[src/rtl/tod_pkg.sv]
// tod_pkg: types, action codes and constants for the time-of-day arithmetic unit
// used by every module under rtl; depends on nothing

package tod_pkg;

   // action codes; codes above compare behave as validate
   localparam logic [2:0] ACT_VALIDATE = 3'd0;
   localparam logic [2:0] ACT_ADD      = 3'd1;
   localparam logic [2:0] ACT_SUB      = 3'd2;
   localparam logic [2:0] ACT_DURATION = 3'd3;
   localparam logic [2:0] ACT_COMPARE  = 3'd4;

   localparam logic [16:0] SECS_PER_DAY  = 17'd86400;
   localparam logic [16:0] SECS_PER_HOUR = 17'd3600;
   localparam logic [16:0] SECS_PER_MIN  = 17'd60;
   localparam logic [4:0]  MAX_HOUR      = 5'd23;
   localparam logic [5:0]  MAX_MINSEC    = 6'd59;

   // 86400 = 128 * 675; floor(2^32 / 675) underestimates the quotient by at most one
   localparam logic [10:0] OFF_DIV   = 11'd675;
   localparam logic [22:0] OFF_RECIP = 23'd6362914;
   // ceil(2^20 / 225) is exact for (seconds >> 4) below 5400
   localparam logic [12:0] HOUR_RECIP = 13'd4661;
   // ceil(2^14 / 15) is exact for (remainder >> 2) below 900
   localparam logic [10:0] MIN_RECIP  = 11'd1093;

   typedef struct packed {
      logic [2:0] action;
      logic       a_valid;
      logic       times_equal;
      logic       a_before_b;
      logic       a_after_b;
   } ctl_type;

   typedef struct packed {
      ctl_type     ctl;
      logic [16:0] ta;
      logic [16:0] tb;
      logic [6:0]  off_lo;
      logic [23:0] off_x;
      logic [46:0] off_prod;
   } front_type;

   typedef struct packed {
      ctl_type     ctl;
      logic [16:0] ta_d;
      logic [16:0] tb_d;
      logic [16:0] off_d;
   } reduce_type;

   typedef struct packed {
      ctl_type     ctl;
      logic [16:0] shifted;
      logic [16:0] duration;
   } shift_type;

   typedef struct packed {
      ctl_type     ctl;
      logic [4:0]  hour;
      logic [5:0]  minute;
      logic [5:0]  second;
      logic [16:0] duration;
   } result_type;

endpackage

[src/rtl/tod_front.sv]
// tod_front: first stage, second counts of A and B, validity, compare flags
// and the reciprocal product for the offset reduction; depends on tod_pkg

module tod_front (
   input  logic                  clock,
   input  logic                  load,
   input  logic [2:0]            action,
   input  logic [4:0]            hour_a,
   input  logic [5:0]            minute_a,
   input  logic [5:0]            second_a,
   input  logic [4:0]            hour_b,
   input  logic [5:0]            minute_b,
   input  logic [5:0]            second_b,
   input  logic [30:0]           offset_seconds,
   output tod_pkg::front_type    front_o
);
   import tod_pkg::*;

   front_type s1_in;
   front_type s1_ff;
   logic      is_cmp;

   always_comb begin
      s1_in.ta = 17'(hour_a) * SECS_PER_HOUR + 17'(minute_a) * SECS_PER_MIN
                 + 17'(second_a);
      s1_in.tb = 17'(hour_b) * SECS_PER_HOUR + 17'(minute_b) * SECS_PER_MIN
                 + 17'(second_b);
      is_cmp = (action == ACT_COMPARE);
      s1_in.ctl.action      = action;
      s1_in.ctl.a_valid     = (hour_a <= MAX_HOUR) && (minute_a <= MAX_MINSEC)
                              && (second_a <= MAX_MINSEC);
      s1_in.ctl.times_equal = is_cmp && (hour_a == hour_b) && (minute_a == minute_b)
                              && (second_a == second_b);
      s1_in.ctl.a_before_b  = is_cmp && (s1_in.ta < s1_in.tb);
      s1_in.ctl.a_after_b   = is_cmp && (s1_in.ta > s1_in.tb);
      // low seven bits pass through, the rest is reduced modulo 675
      s1_in.off_lo   = offset_seconds[6:0];
      s1_in.off_x    = offset_seconds[30:7];
      s1_in.off_prod = 47'(s1_in.off_x) * 47'(OFF_RECIP);
   end

   always_ff @(posedge clock) begin
      if (load) begin
         s1_ff <= s1_in;
      end
   end

   assign front_o = s1_ff;

endmodule

[src/rtl/tod_reduce.sv]
// tod_reduce: second stage, brings offset and both second counts into one day
// depends on tod_pkg

module tod_reduce (
   input  logic                  clock,
   input  logic                  load,
   input  tod_pkg::front_type    front_i,
   output tod_pkg::reduce_type   reduce_o
);
   import tod_pkg::*;

   reduce_type  s2_in;
   reduce_type  s2_ff;
   logic [14:0] quot;
   logic [23:0] quot_mul;
   logic [23:0] rem_raw;
   logic [10:0] rem_est;
   logic [9:0]  rem;

   always_comb begin
      quot     = front_i.off_prod[46:32];
      quot_mul = 24'(quot) * 24'(OFF_DIV);
      rem_raw  = front_i.off_x - quot_mul;
      rem_est  = rem_raw[10:0];
      // estimate may be one short
      if (rem_est >= OFF_DIV) begin
         rem = 10'(rem_est - OFF_DIV);
      end else begin
         rem = rem_est[9:0];
      end
      s2_in.ctl   = front_i.ctl;
      s2_in.off_d = {rem, front_i.off_lo};
      s2_in.ta_d  = (front_i.ta >= SECS_PER_DAY) ? front_i.ta - SECS_PER_DAY : front_i.ta;
      s2_in.tb_d  = (front_i.tb >= SECS_PER_DAY) ? front_i.tb - SECS_PER_DAY : front_i.tb;
   end

   always_ff @(posedge clock) begin
      if (load) begin
         s2_ff <= s2_in;
      end
   end

   assign reduce_o = s2_ff;

endmodule

[src/rtl/tod_shift.sv]
// tod_shift: third stage, shifted time for add and subtract and the forward
// duration, each wrapped modulo one day; depends on tod_pkg

module tod_shift (
   input  logic                  clock,
   input  logic                  load,
   input  tod_pkg::reduce_type   reduce_i,
   output tod_pkg::shift_type    shift_o
);
   import tod_pkg::*;

   localparam logic [17:0] DAY_WIDE = 18'(SECS_PER_DAY);

   shift_type   s3_in;
   shift_type   s3_ff;
   logic [17:0] sum_raw;
   logic [17:0] diff_raw;
   logic [17:0] dur_raw;
   logic [17:0] sum_mod;
   logic [17:0] diff_mod;
   logic [17:0] dur_mod;

   always_comb begin
      sum_raw  = 18'(reduce_i.ta_d) + 18'(reduce_i.off_d);
      diff_raw = 18'(reduce_i.ta_d) + DAY_WIDE - 18'(reduce_i.off_d);
      dur_raw  = 18'(reduce_i.tb_d) + DAY_WIDE - 18'(reduce_i.ta_d);
      sum_mod  = (sum_raw >= DAY_WIDE) ? sum_raw - DAY_WIDE : sum_raw;
      diff_mod = (diff_raw >= DAY_WIDE) ? diff_raw - DAY_WIDE : diff_raw;
      dur_mod  = (dur_raw >= DAY_WIDE) ? dur_raw - DAY_WIDE : dur_raw;

      s3_in.ctl = reduce_i.ctl;
      unique case (reduce_i.ctl.action)
         ACT_ADD: begin
            s3_in.shifted = sum_mod[16:0];
         end
         ACT_SUB: begin
            s3_in.shifted = diff_mod[16:0];
         end
         default: begin
            s3_in.shifted = '0;
         end
      endcase
      s3_in.duration = (reduce_i.ctl.action == ACT_DURATION) ? dur_mod[16:0] : '0;
   end

   always_ff @(posedge clock) begin
      if (load) begin
         s3_ff <= s3_in;
      end
   end

   assign shift_o = s3_ff;

endmodule

[src/rtl/tod_split.sv]
// tod_split: fourth and fifth stages, split a second count into hour, then
// minute and second, by reciprocal multiplies; depends on tod_pkg

module tod_split (
   input  logic                  clock,
   input  logic                  load_hour,
   input  logic                  load_out,
   input  tod_pkg::shift_type    shift_i,
   output tod_pkg::result_type   result_o
);
   import tod_pkg::*;

   typedef struct packed {
      tod_pkg::ctl_type ctl;
      logic [4:0]       hour;
      logic [11:0]      rem;
      logic [16:0]      duration;
   } hour_type;

   hour_type    s4_in;
   hour_type    s4_ff;
   result_type  s5_in;
   result_type  s5_ff;
   logic [25:0] hour_prod;
   logic [16:0] hour_secs;
   logic [16:0] rem_wide;
   logic [19:0] min_prod;
   logic [11:0] min_secs;
   logic [11:0] sec_wide;

   always_comb begin
      hour_prod      = 26'(shift_i.shifted[16:4]) * 26'(HOUR_RECIP);
      s4_in.hour     = hour_prod[24:20];
      hour_secs      = 17'(s4_in.hour) * SECS_PER_HOUR;
      rem_wide       = shift_i.shifted - hour_secs;
      s4_in.rem      = rem_wide[11:0];
      s4_in.ctl      = shift_i.ctl;
      s4_in.duration = shift_i.duration;
   end

   always_ff @(posedge clock) begin
      if (load_hour) begin
         s4_ff <= s4_in;
      end
   end

   always_comb begin
      min_prod       = 20'(s4_ff.rem[11:2]) * 20'(MIN_RECIP);
      s5_in.minute   = min_prod[19:14];
      min_secs       = 12'(s5_in.minute) * 12'(SECS_PER_MIN);
      sec_wide       = s4_ff.rem - min_secs;
      s5_in.second   = sec_wide[5:0];
      s5_in.hour     = s4_ff.hour;
      s5_in.ctl      = s4_ff.ctl;
      s5_in.duration = s4_ff.duration;
   end

   always_ff @(posedge clock) begin
      if (load_out) begin
         s5_ff <= s5_in;
      end
   end

   assign result_o = s5_ff;

endmodule

[src/rtl/time_of_day_arithmetic_unit_top.sv]
// time_of_day_arithmetic_unit_top: five-stage time-of-day arithmetic pipeline
// depends on tod_pkg, tod_front, tod_reduce, tod_shift, tod_split
//
//   channel | direction | handshake            | payload
//   req     | in        | req_valid/req_stall  | action, times A and B, offset
//   rsp     | out       | rsp_valid/rsp_stall  | shifted time, duration, flags
//
// one transaction per cycle sustained unless the response stalls; results pass
// front, reduce, shift, hour and minute stages, the depth set by the offset
// modulo reduction and the hour and minute reciprocal multiplies
// reset clears only the stage valid bits
// a stage holds while its successor is full and held; empty stages keep filling,
// so requests are taken under a stalled response until all five stages are full

module time_of_day_arithmetic_unit_top (
   input  logic        clock,
   input  logic        reset,
   input  logic        req_valid,
   output logic        req_stall,
   input  logic [2:0]  req_action,
   input  logic [4:0]  req_hour_a,
   input  logic [5:0]  req_minute_a,
   input  logic [5:0]  req_second_a,
   input  logic [4:0]  req_hour_b,
   input  logic [5:0]  req_minute_b,
   input  logic [5:0]  req_second_b,
   input  logic [30:0] req_offset_seconds,
   output logic        rsp_valid,
   input  logic        rsp_stall,
   output logic [4:0]  rsp_hour_out,
   output logic [5:0]  rsp_minute_out,
   output logic [5:0]  rsp_second_out,
   output logic [16:0] rsp_duration_out,
   output logic        rsp_a_valid,
   output logic        rsp_times_equal,
   output logic        rsp_a_before_b,
   output logic        rsp_a_after_b
);
   import tod_pkg::*;

   localparam int STAGES = 5;

   logic [STAGES-1:0] valid_ff;
   logic [STAGES-1:0] valid_in;
   logic [STAGES-1:0] ready;
   front_type         front;
   reduce_type        reduce;
   shift_type         shift;
   result_type        result;

   always_comb begin
      ready[STAGES-1] = !valid_ff[STAGES-1] || !rsp_stall;
      for (int i = STAGES - 2; i >= 0; i--) begin
         ready[i] = !valid_ff[i] || ready[i+1];
      end
      valid_in[0] = ready[0] ? req_valid : valid_ff[0];
      for (int i = 1; i < STAGES; i++) begin
         if (ready[i]) begin
            valid_in[i] = valid_ff[i-1];
         end else begin
            valid_in[i] = valid_ff[i];
         end
      end
   end

   always_ff @(posedge clock) begin
      if (reset) begin
         valid_ff <= '0;
      end else begin
         valid_ff <= valid_in;
      end
   end

   assign req_stall = !ready[0];

   tod_front u_front (
      .clock          (clock),
      .load           (ready[0]),
      .action         (req_action),
      .hour_a         (req_hour_a),
      .minute_a       (req_minute_a),
      .second_a       (req_second_a),
      .hour_b         (req_hour_b),
      .minute_b       (req_minute_b),
      .second_b       (req_second_b),
      .offset_seconds (req_offset_seconds),
      .front_o        (front)
   );

   tod_reduce u_reduce (
      .clock    (clock),
      .load     (ready[1]),
      .front_i  (front),
      .reduce_o (reduce)
   );

   tod_shift u_shift (
      .clock    (clock),
      .load     (ready[2]),
      .reduce_i (reduce),
      .shift_o  (shift)
   );

   tod_split u_split (
      .clock     (clock),
      .load_hour (ready[3]),
      .load_out  (ready[4]),
      .shift_i   (shift),
      .result_o  (result)
   );

   assign rsp_valid        = valid_ff[STAGES-1];
   assign rsp_hour_out     = result.hour;
   assign rsp_minute_out   = result.minute;
   assign rsp_second_out   = result.second;
   assign rsp_duration_out = result.duration;
   assign rsp_a_valid      = result.ctl.a_valid;
   assign rsp_times_equal  = result.ctl.times_equal;
   assign rsp_a_before_b   = result.ctl.a_before_b;
   assign rsp_a_after_b    = result.ctl.a_after_b;

`ifndef SYNTHESIS
   // input is held off only when every stage is full and the response is held
   a_stall_full: assert property (@(posedge clock) disable iff (reset)
      req_stall |-> ((&valid_ff) && rsp_stall))
      else $error("request stalled with a free stage");

   // equal, before and after exclude each other
   a_cmp_excl: assert property (@(posedge clock) disable iff (reset)
      rsp_valid |-> $onehot0({rsp_times_equal, rsp_a_before_b, rsp_a_after_b}))
      else $error("compare flags not exclusive");

   // shifted time and duration always lie within a day
   a_time_range: assert property (@(posedge clock) disable iff (reset)
      rsp_valid |-> (rsp_hour_out <= MAX_HOUR && rsp_minute_out <= MAX_MINSEC
                     && rsp_second_out <= MAX_MINSEC
                     && rsp_duration_out < SECS_PER_DAY))
      else $error("result outside one day");

   // a duration result carries no shifted time and no compare flags
   a_action_excl: assert property (@(posedge clock) disable iff (reset)
      (rsp_valid && rsp_duration_out != '0) |->
         (rsp_hour_out == '0 && rsp_minute_out == '0 && rsp_second_out == '0
          && !rsp_times_equal && !rsp_a_before_b && !rsp_a_after_b))
      else $error("fields of different actions mixed");
`endif

endmodule
[config.mk]
export PLATFORM = sky130hd
export DESIGN_NAME = time_of_day_arithmetic_unit_top
export DESIGN_NICKNAME = d
export VERILOG_FILES = /design/src/rtl/tod_pkg.sv /design/src/rtl/tod_front.sv /design/src/rtl/tod_reduce.sv /design/src/rtl/tod_shift.sv /design/src/rtl/tod_split.sv /design/src/rtl/time_of_day_arithmetic_unit_top.sv
export SDC_FILE = /design/constraint.sdc
export NUM_CORES = 1
export LEC_CHECK = 0
export ABC_AREA = 1
export BUFFER_PORTS_ARGS = -buffer_cell sky130_fd_sc_hd__buf_2
export CORE_ASPECT_RATIO = 0.8
export CORE_MARGIN = 5
export CORE_UTILIZATION = 41
export CTS_BUF_LIST = sky130_fd_sc_hd__clkbuf_16
export CTS_CLUSTER_DIAMETER = 50
export DETAILED_ROUTE_END_ITERATION = 10
export GPL_TIMING_DRIVEN = 0
export SYNTH_ARGS = -nofsm -noshare
export SYNTH_HDL_FRONTEND = slang
export SYNTH_SLANG_ARGS = --single-unit
[constraint.sdc]
create_clock -name clock -period 10.3 [get_ports clock]
set_input_delay 2.06 -clock clock [delete_from_list [all_inputs] [get_ports clock]]
set_output_delay 2.06 -clock clock [all_outputs]
set_load 0.02 [all_outputs]
==> parameters.txt, run 1 <==
Parameter                              Value

Run status
  Status ... complete, no violations

Clock network
  Clock tree from TritonCTS ... built
  Setup Fix Bufs, Post-CTS ... 0
  Clock latency at the later pin of the worst-skew pair ... 0.56 ns
  Post-CTS resize count ... 0
  CTS clk-pin slew, worst paths ... 0.06 ns
  Count of hold-fix buffers inserted at cts ... 0
  CTS Buffer Depth ... 3
  Cell at the root of the clock tree ... clkbuf_16
  Clock Sink Count ... ~250
  Total CTS buffers ... 30
  Number of H-tree branching levels ... 1

Yosys
  Flop and latch count out of synthesis ... 247
  Portion of the post-synthesis area used by sequential elements ... approximately a quarter
  Prevailing post-synth register cell ... edfxtp_1
  Summed instance area of the synthesized netlist ... 30200 um2
  Number of enable-type register cells in the synthesized netlist ... 242
  Leading cell type by number of instances after synthesis ... inv_1
  Syn nets ... 4277
  Commonest cells in the synthesized netlist ... inv_1 (757), ha_1 (618), nand2_1 (583)
  Share of async-settable or async-resettable flops after synthesis ... 0%
  Count of mapped cells out of synthesis ... 3366
  Synthesized area per cell ... approximately 9.0 um2
  Count of distinct cell types in the synthesized netlist ... 56
  Post-synthesis cell type with the largest combined area ... ha_1
  Largest cells by area after synthesis ... ha_1 (26%), edfxtp_1 (24%), fa_1 (15%), inv_1 (9.4%), nand2_1 (7.3%)
  Yosys Warn Count ... 0
  Area share of the largest cell type after synthesis ... 25.6%

Die
  Chip Width ... about 310 um
  Initial Utilization ... 41.1%
  Y dimension of the die ... 253 um
  Core area ... 73400 um2
  Top Ports ... around 110
  Area of the die ... 79100 um2
  Row Count ... 89

Timing
  Final count of pins violating max slew ... 0
  Fin Clk Skew ... approximately 0.022 ns
  Worst-Margin Slew ... 0.948 ns
  Setup violation total in the final timing report ... 0
  Clock period minus final worst setup slack ... 7.19 ns
  Upper clock frequency limit ... 0.139 GHz
  Worst-case hold slack ... 0.405 ns
  Unrepaired setup endpoints after global routing ... no
  Relative slew margins ... 36.7%
  Crit share post-route ... 69.8%
  Final hold violation count ... 0

Min path
  Beginning of the worst hold path ... u_front.front_o[118]
  Type of the tightest min-delay check ... reg2reg

Place
  Detail Placement HPWL ... 53900 um
  Cell area after placement ... 32000 um2
  Final weighted congestion in routability-driven placement ... 0.879
  Quantity of I/O buffers inserted on ports ... 111

Detailed routing
  Vias per inst ... 4.79
  Residual DRC ... 0
  Final wirelength ... 63300 um
  Number of DRC violations after detailed-routing iteration 0 ... 1158
  Total number of vias ... about 21000
  Number of nets still failing antenna checks after routing ... 0
  WL/cell ... 14.1 um
  Pre-Repair DR Iteration Count ... 6

Worst setup path
  Slowest stage cell on the critical path ... inv_2
  Data arrival time of the worst path ... approximately 5.1 ns
  Worst path max stage delay ... 0.72 ns
  First element of the critical path ... rsp_stall
  Critical path startpoint category ... primary input
  Kind of end point of the critical path ... output pin
  Series of cell instances along the critical path ... buf_2 > nand2_2 > buf_12 > nor2_1 > inv_2 > nor2_1 > inv_2 > nor2_1 > inv_2 > nor2_1 > buf_2
  Classification of the worst setup path ... in2out
  Worst-path fanout max ... 40
  Reg-to-reg startpoint ... u_shift.shift_o[30]
  Most used cell along the critical path ... nor2_1
  CP delay by family, top ... buffers and inverters
  Required time of the critical path ... ~8.2 ns
  Worst Path Buf+Inv ... 6

Layout
  Area added between synthesis and finish ... 9.16%
  ANT cells ... 0
  Layout cells sized above 1 ... 7.02%
  Filler cells ... 7273
  Final standard cell area without fillers ... about 33000 um2
  Final net count ... 4422

GRT
  Via count of the first global-routing pass ... 21000
  Number of antenna violations at the first check in global routing ... 0
  Wire length of the first global-routing pass ... 106000 um
  Total GRT Usage ... 16.2%
  Pin count of the biggest net entering global routing ... 72
  Remaining global-route overflow ... 0

Flow run
  Maximum capacitance violations ... 0
layer usage:
metal / vias to the layer above / track usage [%] / wire, um
met4: 0 / 1.82 / 592
met1: 9933 / 25.2 / 33600
li1: 11200 / - / -
met5: - / 0 / 0
met2: 304 / 25.2 / 26800
met3: 36 / 1.56 / 2300
per-stage QoR:
| step | setup TNS, ns | util (%) | cells | worst slack [ns] |
|---|---|---|---|---|
| after detailed placement | 0 | 43.5 | 4434 | 2.55 |
| after global placement | -20.43 | 43.5 | 4432 | -0.305 |
| after CTS | 0 | 44.9 | 4489 | 3.01 |
| final | 0 | 44.9 | 4489 | 3.11 |
| after floorplan | 0 | - | 3366 | 1.89 |
| after global routing | 0 | 44.9 | 4489 | 2.64 |
worst paths after layout:
kind,to,slack (ns),cells past startpoint
max,req_stall,3.11,11
min,u_reduce.reduce_o[57],0.40,0
max reg2reg,u_split.s4_ff[28],4.54,22
min reg2reg,u_reduce.reduce_o[57],0.40,0
worst reg2reg max path, delay by kind of cell (launching register included):
kind	cells	cell delay [ns]
flip-flops	1	0.55
AND/OR/NAND/NOR	9	1.02
adder cells (fa/ha/maj)	7	2.85
AO/OA/AOI/OAI	5	0.79
XOR/XNOR	1	0.31
final cells by class:
class / count / area (um2) / area share, %
buffer: 3 / 20.0 / 0.0608
clock buffer: 31 / 776 / 2.36
timing repair buffer: 113 / 596 / 1.81
tap: 955 / 1190 / 3.63
multi-input combinational: 2348 / 19900 / 60.4
sequential: 247 / 7370 / 22.4
inverter: 768 / 2890 / 8.76
clock inverter: 24 / 193 / 0.585
placed cells by master, fill, tap and decap left out, types with 5 or more instances in the layout:
master	count
o21a_1	5
nor3_1	13
a21oi_2	7
nand3_2	7
fa_1	221
o22ai_1	10
nand2_1	582
edfxtp_1	242
nand2_2	21
a211oi_1	8
nor2_2	15
dfxtp_1	5
clkbuf_16	31
nand3_1	155
buf_2	112
ha_1	618
nand3b_1	8
nand2_4	6
a21o_1	9
and2_1	6
xnor2_1	49
clkinv_1	9
nor2_1	162
xor2_1	95
inv_2	11
inv_1	757
nor4_1	10
o21ai_0	64
a31oi_1	8
a21oi_1	161
o21bai_1	12
nand4_1	55
sequential cells by signal, indices dropped and copies added, names as in the netlist:
signal and flops:
u_front.front_o 70, u_reduce.reduce_o 58, u_shift.shift_o 38, u_split.result_o 38, u_split.s4_ff 38, valid_ff 5
cell families after synthesis:
group / count (synthesis) / share of synthesized area (%)
simple gates: 1054 / 15.4
fa+ha+maj: 839 / 40.3
buf+inv: 771 / 9.62
flops: 247 / 24.4
xor+xnor: 146 / 4.31
compound gates: 309 / 5.89
Power of run 1 is left out: the tool's default activity adds up to more than one toggle a clock period on the data nets, which glitch-free logic cannot reach.
==> run 2: changes to the inputs <==
clock period = 6.6 ns   (was 10.3 ns; I/O delays follow)
==> run 2 against run 1 <==
Register-to-register slack got worse by 3.8 ns. Count of clock-buffer cells in the layout decreased by 4. Largest cell class unchanged. First-iteration DRC count decreased by 0.35%. Final area about the same. Critical endpoint is now u_front.front_o[112]. Critical path type is now in2reg. Setup slack got worse by 2.7 ns.
==> parameters.txt, run 2 (synthesized netlist as in run 1, its figures left out) <==
Parameter                              Value

Die
  Initial Utilization ... 41.1% (unchanged)
  Top Ports ... 112 (unchanged)
  Area of the die ... 79100 um2 (unchanged)
  Core area ... 73400 um2 (unchanged)
  Y dimension of the die ... 253 um (unchanged)
  Row Count ... 89 (unchanged)
  Chip Width ... 313 um (unchanged)

Worst setup path
  Worst path max stage delay ... 0.51 ns (-0.21 ns)
  Path length in cells of the critical path ... 33 (+22)
  Worst-path fanout max ... 5 (-88%)
  Data arrival time of the worst path ... 6.50 ns (+1.37 ns)
  Classification of the worst setup path ... in2reg
  Reg2reg path depth ... 24 (+9.1%)
  Required time of the critical path ... 6.90 ns (-1.34 ns)
  Slowest stage cell on the critical path ... fa_1
  Critical path startpoint category ... primary input
  Kind of end point of the critical path ... register
  Most used cell along the critical path ... nand2_1
  CP delay by family, top ... adder cells
  Worst Path Buf+Inv ... 5 (-1)

Clock network
  Clock latency at the later pin of the worst-skew pair ... 0.55 ns (about the same)
  Total CTS buffers ... 27 (-10%)
  Clock tree from TritonCTS ... built
  Cell at the root of the clock tree ... clkbuf_16
  CTS clk-pin slew, worst paths ... 0.06 ns (about the same)
  Clock Sink Count ... 247 (unchanged)
  CTS Buffer Depth ... 3 (unchanged)
  Number of H-tree branching levels ... 1 (unchanged)

Min path
  Type of the tightest min-delay check ... reg2reg
  Number of stages on the worst hold path ... 0 (unchanged)

GRT
  Total GRT Usage ... 16.3% (+0.16 points)
  Busiest layer in global routing ... met1
  Met3 Track Usage GR ... 1.93% (+0.38 points)
  Number of antenna violations at the first check in global routing ... 0 (unchanged)
  Via count of the first global-routing pass ... 21000 (-0.0095%)
  Wire length of the first global-routing pass ... 107000 um (+0.57%)
  Global routing met1 resource utilization ... 25.5% (+0.32 points)
  Remaining global-route overflow ... 0 (unchanged)
  Pin count of the biggest net entering global routing ... 44 (-39%)
  Met2 routing resource usage after global routing ... 24.8% (-0.34 points)

Layout
  Flip-flop count of the largest register after layout ... 70 (unchanged)
  Commonest non-fill, non-tap cell in the layout ... inv_1
  Final net count ... 4424 (+0.045%)
  Area added between synthesis and finish ... 9.08% (about the same)
  ANT cells ... 0 (unchanged)
  Post-layout utilization of the core ... 44.8% (about the same)
  Commonest non-fill, non-tap cells in the layout ... inv_1 (753), ha_1 (617), nand2_1 (582)
  Layout cells sized above 1 ... 7.27% (+0.26 points)

Detailed routing
  Pre-Repair DR Iteration Count ... 5 (-1)
  Number of DRC violations after detailed-routing iteration 0 ... 1154 (-0.35%)
  Residual DRC ... 0 (unchanged)
  Total number of vias ... 21500 (+0.21%)
  Final wirelength ... 63900 um (+0.88%)
  Vias per inst ... 4.80 (+0.23%)
  Number of nets still failing antenna checks after routing ... 0 (unchanged)
  WL/cell ... 14.2 um (+0.90%)

Timing
  Clock period minus final worst setup slack ... 6.20 ns
  Relative slew margins ... 36.8% (+0.14 points)
  Upper clock frequency limit ... 0.161 GHz
  Fin Clk Skew ... 0.0200 ns (-0.00163 ns)
  Crit share post-route ... 93.9%
  Final hold violation count ... 0 (unchanged)
  Setup violation total in the final timing report ... 0 (unchanged)
  Final count of pins violating max slew ... 0 (unchanged)
  Worst-Margin Slew ... 0.946 ns (-0.00209 ns)
  Unrepaired setup endpoints after global routing ... yes
  Final critical-path setup slack ... 0.401 ns (-2.71 ns)

Place
  Post-placement setup slack ... -0.376 ns (-2.92 ns)
  Quantity of I/O buffers inserted on ports ... 111 (unchanged)
  Detail Placement HPWL ... 54000 um (about the same)
  Final weighted congestion in routability-driven placement ... 0.874 (-0.53%)

Flow run
  Maximum capacitance violations ... 0 (unchanged)

Run status
  Status ... complete, no violations
==> run 2: path summary, 6_finish.rpt <==
kind | endpoint | slack [ns] | start
max | u_front.front_o[112] | 0.40 | req_minute_a[3]
min | u_reduce.reduce_o[5] | 0.40 | u_front.front_o[76]
max reg2reg | u_split.s4_ff[28] | 0.79 | u_shift.shift_o[29]
min reg2reg | u_reduce.reduce_o[5] | 0.40 | u_front.front_o[76]
==> run 2: per-stage QoR <==
step	cells	cell area [um2]	setup TNS (ns)	hold WS [ns]
finish	4488	32900	0	0.403
CTS	4484	32800	0	0.404
global placement	4432	31900	-108.31	0.401
floorplan	3366	30200	0	0.400
global route	4488	32900	-0.0105	0.415
detailed placement	4433	31900	-3.84	0.405
==> run 2: layer usage <==
| metal | vias to the layer above | wire (um) |
|---|---|---|
| met2 | 313 | 26600 |
| met1 | 9917 | 34000 |
| met4 | 0 | 887 |
| li1 | 11200 | - |
| met3 | 65 | 2430 |
| met5 | - | 0 |
==> run 2: area by class of cell <==
| class | instances | area [um2] |
|---|---|---|
| repair inverters | 2 | 12.5 |
| flip-flops and latches | 247 | 7370 |
| clock inverters | 22 | 194 |
| clock buffers | 27 | 676 |
| multi-input cells | 2348 | 19900 |
| fillers | 7142 | 40500 |
| repair buffers | 116 | 608 |
| inverters | 768 | 2900 |
| well taps | 955 | 1190 |
| plain buffers | 3 | 20.0 |
==> run 2: what timing repair did <==
action | in CTS | in global routing
hold buffers | 0 | 0
setup endpoints to repair | 1 | 4
pin swaps | 0 | 0
gates cloned | 2 | 0
buffers inserted | 0 | 4
gates resized for setup | 1 | 12
Power of run 2 is left out for the same reason.
